File: src/sv/mcpwm_pkg.sv
package mcpwm_pkg;

	localparam int OP_W       = 2;
	localparam int UNIT_W     = 3;
	localparam int VALUE_W    = 19;
	localparam int STATUS_W   = 3;
	localparam int PIN_W      = 8;
	localparam int MF_W       = 14;
	localparam int CFG_IDX_W  = 1;
	localparam int CFG_DATA_W = 19;

	localparam logic [OP_W-1:0] OP_TICK = 2'd0;
	localparam logic [OP_W-1:0] OP_FREQ = 2'd1;
	localparam logic [OP_W-1:0] OP_DUTY = 2'd2;
	localparam logic [OP_W-1:0] OP_NOP  = 2'd3;

	localparam logic [STATUS_W-1:0] STAT_OK    = 3'd0;
	localparam logic [STATUS_W-1:0] STAT_CLAMP = 3'd1;
	localparam logic [STATUS_W-1:0] STAT_RANGE = 3'd2;
	localparam logic [STATUS_W-1:0] STAT_BAD   = 3'd3;
	localparam logic [STATUS_W-1:0] STAT_NOCFG = 3'd4;

	localparam logic [CFG_IDX_W-1:0] REG_MAX_FREQ = 1'd0;
	localparam logic [CFG_IDX_W-1:0] REG_MIN_RES  = 1'd1;

	localparam int FREQ_LIMIT    = 10000;
	localparam int PRODUCT_LIMIT = 500000;
	localparam int FALLBACK_FREQ = 500;
	localparam int FALLBACK_RES  = 100;

	localparam int QUEUE_DEPTH = 2;
	localparam int QPTR_W      = $clog2(QUEUE_DEPTH);

	localparam int DIV_STEPS = VALUE_W;
	localparam int DIV_CNT_W = $clog2(DIV_STEPS + 1);

	typedef enum logic [2:0] {
		CMD_TICK,
		CMD_FREQ,
		CMD_DUTY,
		CMD_BAD,
		CMD_NOP
	} cmd_kind_t;

	typedef struct packed {
		cmd_kind_t           kind;
		logic [UNIT_W-1:0]   unit;
		logic [VALUE_W-1:0]  value;
	} cmd_t;

	typedef struct packed {
		logic valid;
		cmd_t cmd;
	} q_head_t;

	typedef struct packed {
		logic               start;
		logic [VALUE_W-1:0] num;
		logic [VALUE_W-1:0] den;
	} div_req_t;

endpackage

File: src/sv/mcpwm_if.sv
interface mcpwm_cmd_if;
	import mcpwm_pkg::*;

	logic               valid;
	logic               ready;
	logic [OP_W-1:0]    opcode;
	logic [UNIT_W-1:0]  unit;
	logic [VALUE_W-1:0] value;

	modport source (output valid, output opcode, output unit, output value, input ready);
	modport sink (input valid, input opcode, input unit, input value, output ready);
endinterface

interface mcpwm_rsp_if;
	import mcpwm_pkg::*;

	logic                valid;
	logic                ready;
	logic [STATUS_W-1:0] status;
	logic [PIN_W-1:0]    pin_levels;
	logic [VALUE_W-1:0]  period_ticks;

	modport source (output valid, output status, output pin_levels, output period_ticks,
		input ready);
	modport sink (input valid, input status, input pin_levels, input period_ticks,
		output ready);
endinterface

File: src/sv/multi_channel_pwm_generator_unit.sv
// channel  dir  handshake     payload
// cmd      in   valid/ready   opcode[1:0] unit[2:0] value[18:0]
// rsp      out  valid/ready   status[2:0] pin_levels[7:0] period_ticks[18:0]
// cfg      in   cfg_we        cfg_index[0] cfg_data[18:0]
//
// Tick, set-duty, no-op and rejected items: an accepted cmd is written into the
// queue, and rsp.valid is registered when the item is taken from the queue head.
// Set-frequency: the issue step starts the bit-serial divider, and a finish step
// registers the period and rsp.valid. A stalled rsp holds back issue and finish.
// Reset clears all generator state at once; there is no clearing pass.
// A two-entry queue lets cmd keep accepting while rsp is stalled.
module multi_channel_pwm_generator_unit #(
	parameter int GENERATOR_COUNT = 4
) (
	input  logic                                clk,
	input  logic                                arst_n,
	mcpwm_cmd_if.sink                           cmd,
	mcpwm_rsp_if.source                         rsp,
	input  logic                                cfg_we,
	input  logic [mcpwm_pkg::CFG_IDX_W-1:0]     cfg_index,
	input  logic [mcpwm_pkg::CFG_DATA_W-1:0]    cfg_data
);
	import mcpwm_pkg::*;

	q_head_t            head;
	logic               pop;
	div_req_t           div_req;
	logic               div_done;
	logic [VALUE_W-1:0] div_quot;

	mcpwm_front #(
		.GENERATOR_COUNT(GENERATOR_COUNT)
	) u_front (
		.clk    (clk),
		.arst_n (arst_n),
		.cmd    (cmd),
		.head   (head),
		.pop    (pop)
	);

	mcpwm_div u_div (
		.clk    (clk),
		.arst_n (arst_n),
		.req    (div_req),
		.done   (div_done),
		.quot   (div_quot)
	);

	mcpwm_back #(
		.GENERATOR_COUNT(GENERATOR_COUNT)
	) u_back (
		.clk       (clk),
		.arst_n    (arst_n),
		.head      (head),
		.pop       (pop),
		.cfg_we    (cfg_we),
		.cfg_index (cfg_index),
		.cfg_data  (cfg_data),
		.div_req   (div_req),
		.div_done  (div_done),
		.div_quot  (div_quot),
		.rsp       (rsp)
	);

	a_pop_needs_entry: assert property (@(posedge clk) disable iff (!arst_n)
		pop |-> head.valid)
		else $error("queue popped while empty");

	a_div_start_freq: assert property (@(posedge clk) disable iff (!arst_n)
		div_req.start |-> (pop && head.cmd.kind == CMD_FREQ))
		else $error("divider started without a set-frequency transaction");

	a_div_not_instant: assert property (@(posedge clk) disable iff (!arst_n)
		div_req.start |=> !div_done)
		else $error("divider done right after start");

	a_err_no_period: assert property (@(posedge clk) disable iff (!arst_n)
		(rsp.valid && rsp.status != STAT_OK && rsp.status != STAT_CLAMP)
		|-> rsp.period_ticks == '0)
		else $error("error status with nonzero period");

endmodule

File: src/sv/mcpwm_front.sv
module mcpwm_front #(
	parameter int GENERATOR_COUNT = 4
) (
	input  logic              clk,
	input  logic              arst_n,
	mcpwm_cmd_if.sink         cmd,
	output mcpwm_pkg::q_head_t head,
	input  logic              pop
);
	import mcpwm_pkg::*;

	cmd_t              q_mem [QUEUE_DEPTH];
	logic [QPTR_W-1:0] wr_q;
	logic [QPTR_W-1:0] rd_q;
	logic [QPTR_W:0]   fill_q;
	cmd_t              cls;
	logic              push;

	assign cmd.ready = fill_q < (QPTR_W + 1)'(QUEUE_DEPTH);
	assign push      = cmd.valid && cmd.ready;

	always_comb begin
		cls.unit  = cmd.unit;
		cls.value = cmd.value;
		unique case (cmd.opcode)
			OP_TICK: cls.kind = CMD_TICK;
			OP_FREQ: cls.kind = (32'(cmd.unit) < GENERATOR_COUNT) ? CMD_FREQ : CMD_BAD;
			OP_DUTY: cls.kind = (32'(cmd.unit) < 2 * GENERATOR_COUNT) ? CMD_DUTY : CMD_BAD;
			OP_NOP:  cls.kind = CMD_NOP;
		endcase
	end

	assign head.valid = fill_q != '0;
	assign head.cmd   = q_mem[rd_q];

	always_ff @(posedge clk) begin
		if (push) begin
			q_mem[wr_q] <= cls;
		end
	end

	always_ff @(posedge clk or negedge arst_n) begin
		if (!arst_n) begin
			wr_q   <= '0;
			rd_q   <= '0;
			fill_q <= '0;
		end else begin
			if (push) begin
				wr_q <= wr_q + 1'b1;
			end
			if (pop) begin
				rd_q <= rd_q + 1'b1;
			end
			if (push && !pop) begin
				fill_q <= fill_q + 1'b1;
			end else if (pop && !push) begin
				fill_q <= fill_q - 1'b1;
			end
		end
	end

endmodule

File: src/sv/mcpwm_div.sv
module mcpwm_div (
	input  logic                              clk,
	input  logic                              arst_n,
	input  mcpwm_pkg::div_req_t               req,
	output logic                              done,
	output logic [mcpwm_pkg::VALUE_W-1:0]     quot
);
	import mcpwm_pkg::*;

	logic [DIV_CNT_W-1:0] cnt_q;
	logic [VALUE_W-1:0]   rem_q;
	logic [VALUE_W-1:0]   quo_q;
	logic [VALUE_W-1:0]   den_q;
	logic [VALUE_W:0]     trial;
	logic [VALUE_W:0]     diff;
	logic                 fits;

	// restoring division, one quotient bit per cycle
	assign trial = {rem_q, quo_q[VALUE_W-1]};
	assign fits  = trial >= {1'b0, den_q};
	assign diff  = trial - {1'b0, den_q};
	assign done  = cnt_q == '0;
	assign quot  = quo_q;

	always_ff @(posedge clk) begin
		if (req.start) begin
			rem_q <= '0;
			quo_q <= req.num;
			den_q <= req.den;
		end else if (cnt_q != '0) begin
			rem_q <= fits ? diff[VALUE_W-1:0] : trial[VALUE_W-1:0];
			quo_q <= {quo_q[VALUE_W-2:0], fits};
		end
	end

	always_ff @(posedge clk or negedge arst_n) begin
		if (!arst_n) begin
			cnt_q <= '0;
		end else if (req.start) begin
			cnt_q <= DIV_CNT_W'(DIV_STEPS);
		end else if (cnt_q != '0) begin
			cnt_q <= cnt_q - 1'b1;
		end
	end

endmodule

File: src/sv/mcpwm_back.sv
module mcpwm_back #(
	parameter int GENERATOR_COUNT = 4
) (
	input  logic                                clk,
	input  logic                                arst_n,
	input  mcpwm_pkg::q_head_t                  head,
	output logic                                pop,
	input  logic                                cfg_we,
	input  logic [mcpwm_pkg::CFG_IDX_W-1:0]     cfg_index,
	input  logic [mcpwm_pkg::CFG_DATA_W-1:0]    cfg_data,
	output mcpwm_pkg::div_req_t                 div_req,
	input  logic                                div_done,
	input  logic [mcpwm_pkg::VALUE_W-1:0]       div_quot,
	mcpwm_rsp_if.source                         rsp
);
	import mcpwm_pkg::*;

	localparam int CH = 2 * GENERATOR_COUNT;
	localparam int GW = (GENERATOR_COUNT > 1) ? $clog2(GENERATOR_COUNT) : 1;
	localparam int CW = $clog2(CH);
	localparam int PW = (CH > PIN_W) ? CH : PIN_W;
	localparam int PROD_W = MF_W + VALUE_W;

	typedef enum logic {S_IDLE, S_DIV} state_t;

	state_t                   state_q;
	logic [VALUE_W-1:0]       cnt_q [GENERATOR_COUNT];
	logic [VALUE_W-1:0]       per_q [GENERATOR_COUNT];
	logic [GENERATOR_COUNT-1:0] conf_q;
	logic [VALUE_W-1:0]       duty_q [CH];
	logic [PIN_W-1:0]         pin_q;
	logic [MF_W-1:0]          freq_cap_q;
	logic [VALUE_W-1:0]       min_res_q;
	logic [MF_W-1:0]          eff_mf_q;
	logic [VALUE_W-1:0]       eff_num_q;
	logic [GW-1:0]            div_gen_q;
	logic                     rsp_valid_q;
	logic [STATUS_W-1:0]      status_q;
	logic [PIN_W-1:0]         pins_out_q;
	logic [VALUE_W-1:0]       period_out_q;

	logic [PROD_W-1:0]        prod;
	logic                     limits_ok;
	logic [PW-1:0]            tick_pins;
	logic [VALUE_W:0]         tick_inc [GENERATOR_COUNT];
	logic [VALUE_W-1:0]       tick_cnt [GENERATOR_COUNT];
	logic [GW-1:0]            h_gen;
	logic [CW-1:0]            h_ch;
	logic [GW-1:0]            h_ch_gen;
	logic [VALUE_W-1:0]       h_value;
	logic                     freq_bad;
	logic                     out_free;
	logic                     go;
	logic                     div_finish;

	assign prod      = freq_cap_q * min_res_q;
	assign limits_ok = (freq_cap_q != '0) && (freq_cap_q < MF_W'(FREQ_LIMIT))
		&& (min_res_q != '0) && (prod <= PROD_W'(PRODUCT_LIMIT));

	always_comb begin
		tick_pins = '0;
		for (int g = 0; g < GENERATOR_COUNT; g++) begin
			tick_inc[g] = {1'b0, cnt_q[g]} + 1'b1;
			tick_cnt[g] = cnt_q[g];
			if (conf_q[g]) begin
				tick_pins[2*g]   = cnt_q[g] < duty_q[2*g];
				tick_pins[2*g+1] = cnt_q[g] < duty_q[2*g+1];
				tick_cnt[g] = (tick_inc[g] >= {1'b0, per_q[g]}) ? '0 : tick_inc[g][VALUE_W-1:0];
			end
		end
	end

	assign h_gen    = GW'(head.cmd.unit);
	assign h_ch     = CW'(head.cmd.unit);
	assign h_ch_gen = GW'(h_ch >> 1);
	assign h_value  = head.cmd.value;
	assign freq_bad = (h_value == '0) || (h_value > VALUE_W'(eff_mf_q));

	assign out_free   = !rsp_valid_q || rsp.ready;
	assign go         = (state_q == S_IDLE) && head.valid && out_free;
	assign pop        = go;
	assign div_finish = (state_q == S_DIV) && div_done && out_free;

	assign div_req.start = go && (head.cmd.kind == CMD_FREQ) && !freq_bad;
	assign div_req.num   = eff_num_q;
	assign div_req.den   = h_value;

	assign rsp.valid        = rsp_valid_q;
	assign rsp.status       = status_q;
	assign rsp.pin_levels   = pins_out_q;
	assign rsp.period_ticks = period_out_q;

	always_ff @(posedge clk or negedge arst_n) begin
		if (!arst_n) begin
			state_q      <= S_IDLE;
			cnt_q        <= '{default: '0};
			per_q        <= '{default: '0};
			conf_q       <= '0;
			duty_q       <= '{default: '0};
			pin_q        <= '0;
			freq_cap_q   <= MF_W'(FALLBACK_FREQ);
			min_res_q    <= VALUE_W'(FALLBACK_RES);
			eff_mf_q     <= MF_W'(FALLBACK_FREQ);
			eff_num_q    <= VALUE_W'(FALLBACK_FREQ * FALLBACK_RES);
			div_gen_q    <= '0;
			rsp_valid_q  <= 1'b0;
			status_q     <= STAT_OK;
			pins_out_q   <= '0;
			period_out_q <= '0;
		end else begin
			if (cfg_we) begin
				unique case (cfg_index)
					REG_MAX_FREQ: freq_cap_q <= cfg_data[MF_W-1:0];
					REG_MIN_RES:  min_res_q  <= cfg_data;
				endcase
			end
			eff_mf_q  <= limits_ok ? freq_cap_q : MF_W'(FALLBACK_FREQ);
			eff_num_q <= limits_ok ? prod[VALUE_W-1:0] : VALUE_W'(FALLBACK_FREQ * FALLBACK_RES);

			if (rsp_valid_q && rsp.ready) begin
				rsp_valid_q <= 1'b0;
			end

			unique case (state_q)
				S_IDLE: begin
					if (go) begin
						rsp_valid_q  <= !div_req.start;
						status_q     <= STAT_OK;
						pins_out_q   <= pin_q;
						period_out_q <= '0;
						unique case (head.cmd.kind)
							CMD_TICK: begin
								cnt_q      <= tick_cnt;
								pin_q      <= tick_pins[PIN_W-1:0];
								pins_out_q <= tick_pins[PIN_W-1:0];
							end
							CMD_FREQ: begin
								cnt_q[h_gen] <= '0;
								for (int c = 0; c < CH; c++) begin
									if (GW'(c / 2) == h_gen) begin
										duty_q[c] <= '0;
									end
								end
								if (freq_bad) begin
									conf_q[h_gen] <= 1'b0;
									per_q[h_gen]  <= '0;
									status_q      <= STAT_RANGE;
								end else begin
									div_gen_q <= h_gen;
									state_q   <= S_DIV;
								end
							end
							CMD_DUTY: begin
								if (!conf_q[h_ch_gen]) begin
									status_q <= STAT_NOCFG;
								end else begin
									period_out_q <= per_q[h_ch_gen];
									if (h_value >= per_q[h_ch_gen]) begin
										duty_q[h_ch] <= per_q[h_ch_gen];
										status_q     <= STAT_CLAMP;
									end else begin
										duty_q[h_ch] <= h_value;
									end
								end
							end
							CMD_BAD: status_q <= STAT_BAD;
							CMD_NOP: status_q <= STAT_OK;
							default: status_q <= STAT_OK;
						endcase
					end
				end
				S_DIV: begin
					if (div_finish) begin
						per_q[div_gen_q]  <= div_quot;
						conf_q[div_gen_q] <= 1'b1;
						rsp_valid_q       <= 1'b1;
						status_q          <= STAT_OK;
						pins_out_q        <= pin_q;
						period_out_q      <= div_quot;
						state_q           <= S_IDLE;
					end
				end
			endcase
		end
	end

endmodule
File: src/flat_wrapper.sv
// flat-port wrapper written by rule: the top's interface ports become plain ports
module multi_channel_pwm_generator_unit_flat import mcpwm_pkg::*;
#(
	parameter int GENERATOR_COUNT = 4
)
  (clk, arst_n, cfg_we, cfg_index, cfg_data, cmd_valid, cmd_opcode, cmd_unit, cmd_value, cmd_ready, rsp_valid, rsp_status, rsp_pin_levels, rsp_period_ticks, rsp_ready);
  mcpwm_cmd_if cmd_i ();
  mcpwm_rsp_if rsp_i ();
  input  logic clk;
  input  logic arst_n;
  input  logic cfg_we;
  input  logic [mcpwm_pkg::CFG_IDX_W-1:0] cfg_index;
  input  logic [mcpwm_pkg::CFG_DATA_W-1:0] cfg_data;
  input wire logic [$bits(cmd_i.valid)-1:0] cmd_valid;
  input wire logic [$bits(cmd_i.opcode)-1:0] cmd_opcode;
  input wire logic [$bits(cmd_i.unit)-1:0] cmd_unit;
  input wire logic [$bits(cmd_i.value)-1:0] cmd_value;
  output wire logic [$bits(cmd_i.ready)-1:0] cmd_ready;
  output wire logic [$bits(rsp_i.valid)-1:0] rsp_valid;
  output wire logic [$bits(rsp_i.status)-1:0] rsp_status;
  output wire logic [$bits(rsp_i.pin_levels)-1:0] rsp_pin_levels;
  output wire logic [$bits(rsp_i.period_ticks)-1:0] rsp_period_ticks;
  input wire logic [$bits(rsp_i.ready)-1:0] rsp_ready;
  assign cmd_i.valid = cmd_valid;
  assign cmd_i.opcode = cmd_opcode;
  assign cmd_i.unit = cmd_unit;
  assign cmd_i.value = cmd_value;
  assign cmd_ready = cmd_i.ready;
  assign rsp_valid = rsp_i.valid;
  assign rsp_status = rsp_i.status;
  assign rsp_pin_levels = rsp_i.pin_levels;
  assign rsp_period_ticks = rsp_i.period_ticks;
  assign rsp_i.ready = rsp_ready;
  multi_channel_pwm_generator_unit #(.GENERATOR_COUNT(GENERATOR_COUNT)) u_core (.clk(clk), .arst_n(arst_n), .cmd(cmd_i), .rsp(rsp_i), .cfg_we(cfg_we), .cfg_index(cfg_index), .cfg_data(cfg_data));
endmodule
File: config.mk
export PLATFORM = sky130hd
export DESIGN_NAME = multi_channel_pwm_generator_unit_flat
export DESIGN_NICKNAME = d
export VERILOG_FILES = /design/src/sv/mcpwm_pkg.sv /design/src/sv/mcpwm_if.sv /design/src/sv/multi_channel_pwm_generator_unit.sv /design/src/sv/mcpwm_front.sv /design/src/sv/mcpwm_div.sv /design/src/sv/mcpwm_back.sv /design/src/flat_wrapper.sv
export SDC_FILE = /design/constraint.sdc
export NUM_CORES = 2
export LEC_CHECK = 0
export BUFFER_PORTS_ARGS = -buffer_cell sky130_fd_sc_hd__buf_2
export CAP_MARGIN = 30
export CORE_MARGIN = 4
export CORE_UTILIZATION = 45
export CTS_BUF_LIST = sky130_fd_sc_hd__clkbuf_16
export DETAILED_ROUTE_END_ITERATION = 10
export PLACE_DENSITY = 0.59
export SLEW_MARGIN = 20
export SYNTH_ARGS = -nofsm -noshare
export SYNTH_HDL_FRONTEND = slang
export SYNTH_SLANG_ARGS = --single-unit
File: constraint.sdc
create_clock -name clk -period 8.5 [get_ports clk]
set_input_delay 0.425 -clock clk [delete_from_list [all_inputs] [get_ports clk]]
set_output_delay 0.425 -clock clk [all_outputs]
set_load 0.005 [all_outputs]
==> summary.txt <==
Run status
  • Status: complete, no violations

Global routing
  • Vias in the first global route: 29,900
  • Initial antenna violation count: 8
  • Total GRT Usage: 25.4%
  • Largest net degree at the start of global routing: 145
  • First-pass GRT wire length: 184,000 µm
  • Grt ovf: 0

Drt
  • DRT iter0 DRCs: 2,620
  • Routed Antenna Nets: 0
  • First-pass detailed-route iteration total: 6
  • Drt via density: between 5 and 6
  • DRT Wirelength: ~120,000 µm
  • Detailed-route via count: between 30,000 and 40,000
  • # DRC: 0
  • WL/cell: approximately 22 µm

Worst setup path
  • Crit-path most repeated cell: fa_1
  • Termination of the worst setup path: u_core.u_back.eff_mf_q[2]
  • Crit path max fanout: 33
  • Worst Path Class, Setup: reg -> reg
  • CP cell instances: and2_1 -> fa_1 -> inv_1 -> fa_1 -> inv_1 -> fa_1 -> inv_1 -> fa_1 -> inv_1 -> fa_1 -> fa_1 -> ha_1 -> a21oi_1 -> o21ai_1 -> a22oi_1 -> o211ai_1 -> o311a_1 -> or4_1 -> a41oi_2 -> nand4_2 -> buf_4 -> or4_1
  • Worst reg2reg path depth: 22
  • Req. time, crit path: approximately 9.0 ns
  • Reg2Reg Setup Slack: 0.89 ns
  • Largest stage delay on the critical path: 0.70 ns
  • CP Capture Type: flip-flop
  • Critical R2R Launch: u_core.u_back.freq_cap_q[3]
  • Critical path origin: u_core.u_back.freq_cap_q[3]
  • Startpoint types: flip-flop
  • Critical path arrival: 8.15 ns
  • Crit Reg-Reg Endpoint: u_core.u_back.eff_mf_q[2]
  • Crit-path slowest cell: dfrtp_1

Die
  • Row cnt: 108
  • Core area: around 87,000 µm²
  • I/O pin count: between 80 and 90
  • DIE WIDTH: 304 µm
  • Initial Utilization: 45.5%
  • Die ar.: 92,600 µm²
  • Die Y: about 300 µm

Clock tree
  • CTS tree: done
  • CTS Sinks: between 500 and 600
  • Clock Pin Slew Worst Setup and Hold Paths: 0.06 ns
  • CTS Root Cell: clkbuf_16
  • Worst skew pair latency: between 0.6 and 0.7 ns
  • Num CTS Buffers: 61
  • # Post-CTS Setup Buffers: 0
  • Max Root-Sink Buffers: 3
  • H-tree depth: 2

Logic synthesis
  • Synthesized netlist cell count: 4,185
  • Synthesized area per cell: 9.44 µm²
  • Synth Warn #: 0
  • Ys async rst share: 79.9%
  • Dominant cell type by area after synthesis: dfrtp_1
  • Synth Flop Type: dfrtp_1
  • Seq/Total Area, Yosys: 34.6%
  • Share of the synthesized area in the top cell type: 25.6%
  • Synth Net Count: 4,811
  • Area of the mapped netlist: 39,500 µm²
  • Synth area leaders: dfrtp_1 (26%), ha_1 (12%), fa_1 (10%), edfxtp_1 (6.7%), nand2_1 (5.1%)
  • Synth unique cells: 76
  • Post-synth EDFFs: 88
  • Flops & latches, synth: approximately 530

STA
  • Slew of the pin with the lowest slew margin: between 1 and 1.5 ns
  • RSZ-0062 raised after global routing: false
  • Final period util: 89.5%
  • Clock Skew: 0.0251 ns
  • Max-slew violations: 0
  • Setup violators final: 0
  • Setup TNS after final layout: 0 ns
  • Post-layout minimum cycle time: 7.61 ns
  • Fmax: around 130 MHz
  • Fin. Hold Viols: 0
  • Slew margin rel.: 29.7%

Final layout
  • Area Overhead vs Synth: 11.2%
  • Design area: 43,900 µm²
  • Layout net count: 4,876
  • Share of cells above drive strength 1: about a tenth

Place
  • Routability Congestion: between 0.9 and 1
  • Dpl hpwl: 87,100 µm
  • Placed inst area: roughly 41,000 µm²
  • PortBufs: 80

Min path
  • HP Class: in -> reg

Flow run
  • Maxcap violations: 0
## synth_stat cells (all sizes together), types with 53 or more instances
cell type and n:
a21o 95, a21oi 163, a22o 90, and2 144, clkbuf 156, dfrtp 404, edfxtp 88, fa 202
ha 375, inv 515, mux2 77, nand2 542, nand2b 53, nand3 75, nor2 118, o21ai 350
xnor2 77
## critical path, delay by kind of cell, from the launching register on
| family | cells | cell delay, ns |
|---|---|---|
| and+or+nand+nor | 4 | 1.55 |
| DFF | 1 | 0.70 |
| buffers and inverters | 5 | 0.47 |
| AOI/OAI and AO/OA | 6 | 1.47 |
| adders and majority gates | 7 | 3.35 |
## worst min-delay path by stage
stage | startpoint | to | slack, ns | cells after the start
after detailed placement | arst_n | u_core.u_front.wr_q | 0.43 | 1
after floorplan | arst_n | u_core.u_back.cnt_q[0] | 0.13 | 0
after global routing | cfg_data[8] | u_core.u_back.min_res_q[8] | 0.03 | 2
final | cfg_data[8] | u_core.u_back.min_res_q[8] | 0.05 | 2
after global placement | arst_n | u_core.u_front.wr_q | 0.44 | 1
after CTS | cfg_data[10] | u_core.u_back.min_res_q[10] | 0.007 | 2
## kinds of logic (layout without fill, tap and decap cells)
logic type | after synthesis | in the layout | share of synthesized area, %
xor+xnor | 117 | 117 | 2.59
mux | 144 | 144 | 4.52
flops | 532 | 532 | 34.6
buf+inv | 699 | 815 | 6.72
other cells | 0 | 2 | 0
simple gates | 1193 | 1193 | 14.6
compound gates | 923 | 923 | 14.8
fa+ha+maj | 577 | 577 | 22.1
## placed cells by master, fill, tap and decap left out, types with 26 or more instances in the layout
cell type / count
nand2_1: 542
inv_1: 521
dfrtp_1: 403
ha_1: 375
o21ai_0: 336
fa_1: 202
a21oi_1: 163
and2_1: 143
nor2_1: 117
a21o_1: 95
a22o_1: 90
edfxtp_1: 88
buf_2: 79
mux2_2: 77
xnor2_1: 76
nand3_1: 75
clkbuf_16: 61
buf_4: 61
nand2b_1: 53
nor3_1: 50
xor2_1: 39
nor4_1: 38
and3_1: 38
a211oi_1: 37
nor2b_1: 32
mux2i_1: 29
dlygate4sd3_1: 28
a31oi_1: 26
## state kept, by name, summed over array words and instances (netlist names), 19 cells and up
signal and count:
u_core.u_front.q_mem 50, u_core.u_div.quot 19, u_core.u_div.den_q 19, u_core.u_div.rem_q 19, u_core.u_back.eff_num_q 19, u_core.u_back.per_q 76, u_core.u_back.rsp.period_ticks 19, u_core.u_back.duty_q 152
u_core.u_back.cnt_q 76, u_core.u_back.min_res_q 19
## per-stage QoR
step	utilization, %	setup slack (ns)	hold slack, ns	cells
finish	50.6	0.890	0.0502	5458
global route	50.6	0.466	0.0266	5456
CTS	50.4	0.883	0.00728	5451
detailed placement	47.7	0.895	0.433	5309
global placement	47.5	1.06	0.436	5296
floorplan	-	1.53	0.129	4185
## per-layer routing
layer	vias to the layer above	wire (µm)	GRT usage, %
li1	14500	-	-
met1	15200	54300	36.9
met2	942	52000	39.0
met3	189	8020	4.52
met4	2	4000	7.46
met5	-	12	0
## timing repair
item,CTS,global route
hold buffers,28,0
hold endpoints to repair,119,0
endpoints found under the setup margin,0,0
resized for setup,0,0
## area by class of cell
| class | count | area (µm²) |
|---|---|---|
| fill | 8075 | 42900 |
| multi-input combinational | 2954 | 23300 |
| sequential | 532 | 13700 |
| inverter | 515 | 1930 |
| clock buffer | 61 | 1530 |
| timing repair buffer | 186 | 1450 |
| tap | 1155 | 1450 |
| clock inverter | 53 | 557 |
| antenna | 2 | 5.00 |
Power is not shown: default switching activity piles up to over one toggle a cycle in this logic, so the estimate is an artifact.
